File: config.mk
export PLATFORM = sky130hd
export DESIGN_NAME = free_list_slot_allocator_top
export DESIGN_NICKNAME = d
export VERILOG_FILES = /design/src/rtl/fla_pkg.sv /design/src/rtl/fla_link_ram.sv /design/src/rtl/free_list_slot_allocator_top.sv
export SDC_FILE = /design/constraint.sdc
export NUM_CORES = 2
export LEC_CHECK = 0
export BUFFER_PORTS_ARGS = -buffer_cell sky130_fd_sc_hd__buf_4
export CORE_AREA = 2 2 522 524
export DETAILED_ROUTE_END_ITERATION = 7
export DIE_AREA = 0 0 524 526
export GPL_TIMING_DRIVEN = 0
export PLACE_DENSITY = 0.57
export SLEW_MARGIN = 20
export SYNTH_ARGS = -nofsm -noshare
export SYNTH_HDL_FRONTEND = slang
export SYNTH_HIERARCHICAL = 1
export SYNTH_SLANG_ARGS = --single-unit
File: constraint.sdc
create_clock -name clk -period 10.6 [get_ports clk]
set_input_delay 1.06 -clock clk [delete_from_list [all_inputs] [get_ports clk]]
set_output_delay 1.06 -clock clk [all_outputs]
set_load 0.02 [all_outputs]
File: src/rtl/fla_pkg.sv
package fla_pkg;

	localparam int POOL_DEPTH_DEF = 256;
	localparam int OPCODE_W       = 3;
	localparam int SLOT_W         = 8;
	localparam int COUNT_W        = 9;
	localparam int STATUS_W       = 2;

	localparam logic [COUNT_W-1:0] POOL_COUNT_RST = COUNT_W'(256);

	typedef enum logic [OPCODE_W-1:0] {
		OP_INIT    = 3'd0,
		OP_ALLOC   = 3'd1,
		OP_RELEASE = 3'd2,
		OP_SORTED  = 3'd3,
		OP_QUERY   = 3'd4
	} opcode_t;

	typedef enum logic [STATUS_W-1:0] {
		STAT_OK    = 2'd0,
		STAT_EMPTY = 2'd1,
		STAT_RANGE = 2'd2,
		STAT_FREE  = 2'd3
	} status_t;

	typedef enum logic [2:0] {
		ST_IDLE,
		ST_INIT,
		ST_ALLOC,
		ST_WALK,
		ST_FIX
	} state_t;

endpackage

File: src/rtl/fla_link_ram.sv
module fla_link_ram #(
	parameter int DEPTH = fla_pkg::POOL_DEPTH_DEF,
	parameter int WIDTH = $clog2(fla_pkg::POOL_DEPTH_DEF + 1)
) (
	input  logic                     clk,
	input  logic                     we,
	input  logic [$clog2(DEPTH)-1:0] waddr,
	input  logic [WIDTH-1:0]         wdata,
	input  logic                     re,
	input  logic [$clog2(DEPTH)-1:0] raddr,
	output logic [WIDTH-1:0]         rdata
);

	logic [WIDTH-1:0] mem [DEPTH];

	always_ff @(posedge clk) begin
		if (we) begin
			mem[waddr] <= wdata;
		end
	end

	always_ff @(posedge clk) begin
		if (re) begin
			rdata <= mem[raddr];
		end
	end

endmodule

File: src/rtl/free_list_slot_allocator_top.sv
// Free-list slot allocator: one transaction is taken when start is high and busy is low, and
// exactly one result follows, shown for one cycle with done high; the receiver cannot stall it,
// and busy is already low in that cycle so the next transaction may be taken there. Release,
// any range or empty-pool error and unknown opcodes finish on acceptance, with the result
// registered for the next cycle; alloc passes through ST_ALLOC, init through ST_INIT for
// pool_count (clipped to 1..POOL_DEPTH) entries, query or sorted release through ST_WALK over
// at most POOL_DEPTH links, plus ST_FIX when a sorted release inserts behind an existing entry.
// The walk rate is one link per cycle, set by the link memory's single read port and by each
// read address depending on the previous read. The link memory needs no clearing after reset;
// pool_count resets to 256 and should be written only while busy is low; nothing enforces it.
module free_list_slot_allocator_top #(
	parameter int POOL_DEPTH = fla_pkg::POOL_DEPTH_DEF
) (
	input  logic                          clk,
	input  logic                          arst_n,
	input  logic                          start,
	output logic                          busy,
	input  logic [fla_pkg::OPCODE_W-1:0]  opcode,
	input  logic [fla_pkg::SLOT_W-1:0]    slot_index,
	input  logic                          pool_count_we,
	input  logic [fla_pkg::COUNT_W-1:0]   pool_count_wdata,
	output logic                          done,
	output logic [fla_pkg::SLOT_W-1:0]    granted_slot,
	output logic [fla_pkg::STATUS_W-1:0]  status,
	output logic                          is_free
);

	import fla_pkg::*;

	localparam int AW    = $clog2(POOL_DEPTH);
	localparam int PTR_W = $clog2(POOL_DEPTH + 1);
	localparam int CW    = (PTR_W > COUNT_W) ? PTR_W : COUNT_W;

	localparam logic [PTR_W-1:0] NULL_PTR = PTR_W'(POOL_DEPTH);
	localparam logic [CW-1:0]    DEPTH_C  = CW'(POOL_DEPTH);

	state_t            state_q, nxt_state;
	opcode_t           op_q, op_d;
	logic [PTR_W-1:0]  slot_q, slot_d;
	logic [PTR_W-1:0]  head_q, head_d;
	logic [PTR_W-1:0]  cur_q, cur_d;
	logic [PTR_W-1:0]  prev_q, prev_d;
	logic              prev_vld_q, prev_vld_d;
	logic              use_rd_q, use_rd_d;
	logic [PTR_W-1:0]  step_q, step_d;
	logic [COUNT_W-1:0] pool_count_q;

	logic              done_q;
	logic [SLOT_W-1:0] granted_q;
	status_t           status_q;
	logic              is_free_q;

	logic              fin;
	logic [SLOT_W-1:0] fin_grant;
	status_t           fin_status;
	logic              fin_free;

	logic              mem_we, mem_re;
	logic [AW-1:0]     mem_wa, mem_ra;
	logic [PTR_W-1:0]  mem_wd, mem_rd;

	logic [CW-1:0]     pc_ext, n_eff, slot_ext, head_ext;
	logic [PTR_W-1:0]  n_ptr, slot_in, rd_clamped, cur_w, step_inc;
	logic              in_range, walk_end;

	fla_link_ram #(
		.DEPTH (POOL_DEPTH),
		.WIDTH (PTR_W)
	) u_link_ram (
		.clk   (clk),
		.we    (mem_we),
		.waddr (mem_wa),
		.wdata (mem_wd),
		.re    (mem_re),
		.raddr (mem_ra),
		.rdata (mem_rd)
	);

	// effective count: zero acts as one, clip to the pool depth
	always_comb begin
		pc_ext = CW'(pool_count_q);
		if (pc_ext == '0) begin
			n_eff = CW'(1);
		end else if (pc_ext > DEPTH_C) begin
			n_eff = DEPTH_C;
		end else begin
			n_eff = pc_ext;
		end
	end

	assign n_ptr      = n_eff[PTR_W-1:0];
	assign slot_ext   = CW'(slot_index);
	assign slot_in    = slot_ext[PTR_W-1:0];
	assign in_range   = slot_ext < n_eff;
	assign head_ext   = CW'(head_q);
	// stray links past the null value end the list
	assign rd_clamped = (mem_rd > NULL_PTR) ? NULL_PTR : mem_rd;
	assign cur_w      = use_rd_q ? rd_clamped : cur_q;
	assign walk_end   = (step_q == NULL_PTR) || (cur_w >= NULL_PTR);
	assign step_inc   = step_q + PTR_W'(1);

	always_comb begin
		nxt_state  = state_q;
		op_d       = op_q;
		slot_d     = slot_q;
		head_d     = head_q;
		cur_d      = cur_q;
		prev_d     = prev_q;
		prev_vld_d = prev_vld_q;
		use_rd_d   = use_rd_q;
		step_d     = step_q;
		mem_we     = 1'b0;
		mem_wa     = '0;
		mem_wd     = '0;
		mem_re     = 1'b0;
		mem_ra     = '0;
		fin        = 1'b0;
		fin_grant  = '0;
		fin_status = STAT_OK;
		fin_free   = 1'b0;

		unique case (state_q)
			ST_IDLE: begin
				if (start) begin
					op_d   = opcode_t'(opcode);
					slot_d = slot_in;
					case (opcode_t'(opcode)) inside
						OP_INIT: begin
							step_d    = '0;
							nxt_state = ST_INIT;
						end
						OP_ALLOC: begin
							if (head_q >= NULL_PTR) begin
								fin        = 1'b1;
								fin_status = STAT_EMPTY;
							end else begin
								mem_re    = 1'b1;
								mem_ra    = head_q[AW-1:0];
								nxt_state = ST_ALLOC;
							end
						end
						OP_RELEASE, OP_SORTED, OP_QUERY: begin
							if (!in_range) begin
								fin        = 1'b1;
								fin_status = STAT_RANGE;
							end else if (opcode_t'(opcode) == OP_RELEASE) begin
								mem_we = 1'b1;
								mem_wa = slot_in[AW-1:0];
								mem_wd = head_q;
								head_d = slot_in;
								fin    = 1'b1;
							end else begin
								cur_d      = head_q;
								prev_vld_d = 1'b0;
								use_rd_d   = 1'b0;
								step_d     = '0;
								nxt_state  = ST_WALK;
							end
						end
						default: begin
							fin = 1'b1;
						end
					endcase
				end
			end
			ST_INIT: begin
				mem_we = 1'b1;
				mem_wa = step_q[AW-1:0];
				if (step_inc == n_ptr) begin
					mem_wd    = NULL_PTR;
					head_d    = '0;
					fin       = 1'b1;
					nxt_state = ST_IDLE;
				end else begin
					mem_wd = step_inc;
					step_d = step_inc;
				end
			end
			ST_ALLOC: begin
				head_d    = rd_clamped;
				fin       = 1'b1;
				fin_grant = head_ext[SLOT_W-1:0];
				nxt_state = ST_IDLE;
			end
			ST_WALK: begin
				if (!walk_end && cur_w == slot_q) begin
					fin       = 1'b1;
					nxt_state = ST_IDLE;
					if (op_q == OP_QUERY) begin
						fin_free = 1'b1;
					end else begin
						fin_status = STAT_FREE;
					end
				end else if (walk_end || (op_q == OP_SORTED && cur_w > slot_q)) begin
					if (op_q == OP_QUERY) begin
						fin       = 1'b1;
						nxt_state = ST_IDLE;
					end else if (prev_vld_q) begin
						// link the new slot forward, patch the predecessor next cycle
						mem_we    = 1'b1;
						mem_wa    = slot_q[AW-1:0];
						mem_wd    = cur_w;
						nxt_state = ST_FIX;
					end else begin
						mem_we    = 1'b1;
						mem_wa    = slot_q[AW-1:0];
						mem_wd    = head_q;
						head_d    = slot_q;
						fin       = 1'b1;
						nxt_state = ST_IDLE;
					end
				end else begin
					// advance: follow the link of the current entry
					prev_d     = cur_w;
					prev_vld_d = 1'b1;
					mem_re     = 1'b1;
					mem_ra     = cur_w[AW-1:0];
					use_rd_d   = 1'b1;
					step_d     = step_inc;
				end
			end
			ST_FIX: begin
				mem_we    = 1'b1;
				mem_wa    = prev_q[AW-1:0];
				mem_wd    = slot_q;
				fin       = 1'b1;
				nxt_state = ST_IDLE;
			end
			default: begin
				nxt_state = ST_IDLE;
			end
		endcase
	end

	always_ff @(posedge clk or negedge arst_n) begin
		if (!arst_n) begin
			state_q      <= ST_IDLE;
			head_q       <= NULL_PTR;
			pool_count_q <= POOL_COUNT_RST;
			done_q       <= 1'b0;
			prev_vld_q   <= 1'b0;
			use_rd_q     <= 1'b0;
			step_q       <= '0;
		end else begin
			state_q    <= nxt_state;
			head_q     <= head_d;
			done_q     <= fin;
			prev_vld_q <= prev_vld_d;
			use_rd_q   <= use_rd_d;
			step_q     <= step_d;
			if (pool_count_we) begin
				pool_count_q <= pool_count_wdata;
			end
		end
	end

	always_ff @(posedge clk) begin
		op_q   <= op_d;
		slot_q <= slot_d;
		cur_q  <= cur_d;
		prev_q <= prev_d;
		if (fin) begin
			granted_q <= fin_grant;
			status_q  <= fin_status;
			is_free_q <= fin_free;
		end
	end

	assign busy         = (state_q != ST_IDLE);
	assign done         = done_q;
	assign granted_slot = granted_q;
	assign status       = status_q;
	assign is_free      = is_free_q;

`ifndef NO_ASSERTIONS
	a_done_idle: assert property (@(posedge clk) disable iff (!arst_n)
		done |-> !busy)
		else $error("result shown while an operation is still running");

	a_done_cause: assert property (@(posedge clk) disable iff (!arst_n)
		done |-> ($past(start && !busy) || $past(busy)))
		else $error("result without an accepted transaction");

	a_no_rw_clash: assert property (@(posedge clk) disable iff (!arst_n)
		!(mem_we && mem_re && (mem_wa == mem_ra)))
		else $error("link memory read and written at one entry in one cycle");

	a_free_ok: assert property (@(posedge clk) disable iff (!arst_n)
		(done && is_free) |-> (status == STAT_OK && granted_slot == '0))
		else $error("free answer together with an error or a grant");
`endif

endmodule
==> results.json <==
{
  "status": "finished, violations left",
  "violations": "DRC",
  "die_h_um": 526,
  "finalCriticalPeriod_ns": 9.13,
  "synth-seq-area-share_pct": 76.0,
  "htreeDepth": 4,
  "grt_pass1_vias": 50800,
  "core_area_mm2": 0.270,
  "pin_count": 37,
  "critPathSlowestCell": "nor4_1",
  "grt_setup_unrepaired": "no",
  "vias": 53100,
  "p_total_mw": 21.5,
  "path_clk_slew_ns": 0.06,
  "start_util_pct": 34.8,
  "synth_area_mm2": 0.0940,
  "hold_class": "in2async",
  "grt_max_degree": 73,
  "hpwl_mm": 224,
  "whs_ns": 0.123,
  "synth_compound_area_share_pct": 4.61,
  "tns_ns": 0,
  "cpPeakStageDelay_ns": 1.08,
  "initialDrtViolationCount": 8153,
  "ir_drop_v": 0.000194,
  "cp-end-kind": "flop",
  "path_cells": "clkbuf_1, nor2b_1, mux2_2, ha_1, nand3_1, a211oi_1, o41ai_1, o21bai_1, or3_1, clkinv_1, a22o_1, buf_2, nor2_1, buf_2, clkbuf_1, a22oi_1, a21oi_1, nor4_2, nor4_1",
  "synth_top_family_by_area": "multiplexers",
  "synthXorXnorAreaFrac_pct": 0.146,
  "synth-main-ff-cell": "edfxtp_1",
  "yosys.area_share.simple_pct": 3.16,
  "pwr_density_cell_mw_per_mm2": 198,
  "crit_buf_inv": 5,
  "place.port_buffers": 35,
  "clk_latency_ns": 0.90,
  "n_fill_cell": 23800,
  "synth_edf_count": 2352,
  "ant_nets": 0,
  "layout.area.seq_mm2": 0.0714,
  "maxSlewViolCount": 0,
  "tritoncts": "done",
  "start_kind": "flop",
  "postCtsSetupBuffers": 0,
  "yosysUniqueCellTypes": 81,
  "synthArstFlopShare_pct": 1.34,
  "fin_crit_sh_pct": 86.1,
  "cpLargestDelayFamily": "buffers and inverters",
  "clock_sinks": 2384,
  "die_x_um": 524,
  "fin_nets": 5264,
  "crit_type": "reg2reg",
  "synth_top_area_share_pct": 75.1,
  "postSynthAreaPerCell_um2": 20.0,
  "grt_util_all_layers_pct": 22.6,
  "ctsHoldBuffers": 0,
  "synthesis.nets": 4747,
  "r2r-start": "u_link_ram/rdata[8]",
  "clockBufferDepth": 3,
  "synthAdderAreaFrac_pct": 0.226,
  "worst_slew_pin_slew_ns": 1.31,
  "cp.arrival_ns": 9.65,
  "multi_input_area_mm2": 0.0211,
  "synth_top_cell_by_area": "edfxtp_1",
  "required_ns": 11.12,
  "yosysWarnings": 6,
  "cp-startpoint": "u_link_ram/rdata[8]",
  "cts-root-buf": "clkbuf_16",
  "floorplan.rows": 191,
  "ys_seq_elements": 2384,
  "finClkSkew_ns": 0.0607,
  "drc": 4,
  "path_max_fanout": 16,
  "setup_viol": 0,
  "power_leakage_nw": 32.8,
  "gr-total-overflow": 0,
  "layout-drive-gt1-share_pct": 25.5,
  "cap_violations": 0,
  "max_freq_mhz": 110,
  "yosys-top-cells-area": "edfxtp_1, mux4_2, mux2i_1, a22oi_1, nor2_1",
  "dieArea_mm2": 0.276,
  "area_delta_synth_final_pct": 15.9,
  "slew-limit-headroom_pct": 12.9,
  "viasPerCell": 5.90,
  "synthMuxAreaShare_pct": 14.0,
  "gp_congestion": 0.966,
  "grt_first_pass_wirelength_mm": 426,
  "r2r_slack_ns": 1.47,
  "synthCells": 4706,
  "routedWlPerCell_um": 35.0,
  "post_cts_resized": 0,
  "antenna_found_initial": 22,
  "hold_viol": 0,
  "drtPass1Iterations": 8,
  "cts_buffers": 239,
  "wl_mm": 315
}
flip-flops by register name, summed over array words and instances (netlist names):
| register | cells |
|---|---|
| cur_q | 9 |
| done | 1 |
| granted_slot | 8 |
| head_ext | 9 |
| is_free | 1 |
| op_q | 3 |
| pc_ext | 9 |
| prev_q | 8 |
| slot_q | 8 |
| state_q | 3 |
| status | 2 |
| step_q | 9 |
| u_link_ram/mem | 2304 |
| u_link_ram/rdata | 9 |
| use_rd_q | 1 |
cell usage in the layout, fill, tap and decap left out, types with 18 or more instances in the layout:
cell type  Yosys  layout
a22oi_1      191     191
inv_1         21      21
a21oi_1      112     112
edfxtp_1    2352    2352
nand2_1       88      87
clkbuf_2       0      27
nor2b_1       39      39
mux4_2       467     467
nor2_2         0      71
buf_16         0      20
clkbuf_1     137     169
o21ai_0       63      54
buf_6         27      33
mux2_2        45      45
buf_4         29     258
buf_2         59      69
nor4_1        30      19
a211oi_1      30      29
o22ai_1       65      65
nor3_1        27      27
clkinv_1       2      58
nor2_1       334     263
o221ai_1      36      36
nand3_1       39      39
mux2i_1      188     188
clkbuf_16      0     241
dfrtp_1       30      30
clkinv_2       0      43
and2_1        18      18
buf_8         12      28
layout make-up:
cell class                      instances  area share [%]
Sequential cell                      2384            65.5
Multi-Input combinational cell       2013            19.3
Clock buffer                          303            5.78
Tap cell                             3570            4.10
Timing Repair Buffer                  276            2.42
Buffer                                286            1.58
Clock inverter                        139            1.15
Inverter                               23          0.0792
Antenna cell                            7          0.0161
power breakdown:
| group | total (mW) | internal (mW) | switching [mW] |
|---|---|---|---|
| clock network | 8.19 | 4.58 | 3.61 |
| registers | 10.9 | 10.8 | 0.0746 |
| logic | 2.48 | 0.726 | 1.75 |
| total | 21.5 | 16.1 | 5.44 |
per-stage QoR:
step | instances | utilization [%] | setup slack [ns] | cell area [µm²]
finish | 9001 | 40.4 | 1.47 | 109000
floorplan | 4706 | - | 0.667 | 94000
CTS | 8994 | 40.4 | 1.64 | 109000
global route | 8997 | 40.4 | 1.54 | 109000
global placement | 8311 | 36.6 | -9.69 | 98700
detailed placement | 8552 | 37.6 | 1.66 | 101000
final timing paths:
check,to,depth (start not counted)
worst max register to register,u_link_ram/rdata[6],19
worst min register to register,pc_ext[0],1
max in group asynchronous,step_q[7],1
worst max-delay path,u_link_ram/rdata[6],19
worst min-delay path,state_q[2],1
min in group clk,op_q[2],1
Yosys cell counts, drive strengths merged, types with 5 or more instances:
master	n
edfxtp	2352
mux4	476
nor2	334
a22oi	191
mux2i	188
buf	149
clkbuf	137
a21oi	112
nand2	88
o21ai	71
o22ai	65
mux2	45
nand3	39
nor2b	39
o221ai	37
a211oi	30
dfrtp	30
nor4	30
nor3	27
inv	21
and2	18
ha	17
o31ai	15
a22o	14
nand4	14
a221oi	12
a31oi	12
a32oi	12
nand2b	12
xnor2	9
o211ai	8
o31a	8
and3	7
or2	7
or3	5
metal layers:
layer  GRT usage (%)  vias to the layer above  part of all wire, %
li1                -                    20600                    -
met4            8.83                        4                  4.5
met2            34.1                     3402                   45
met1            30.6                    28500                   38
met5               0                        -               0.0092
met3            6.69                      569                   12
cells by family (layout without fill, tap and decap cells):
| kind of cell | after synthesis | after routing |
|---|---|---|
| flip-flops | 2384 | 2384 |
| multiplexers | 709 | 709 |
| AND/OR/NAND/NOR | 645 | 645 |
| AO/OA/AOI/OAI | 628 | 628 |
| buffers and inverters | 309 | 1027 |
| adder cells (fa/ha/maj) | 17 | 17 |
| XOR/XNOR | 14 | 14 |
| other | 0 | 7 |
No activity file was read; power rests on OpenSTA's default activity.
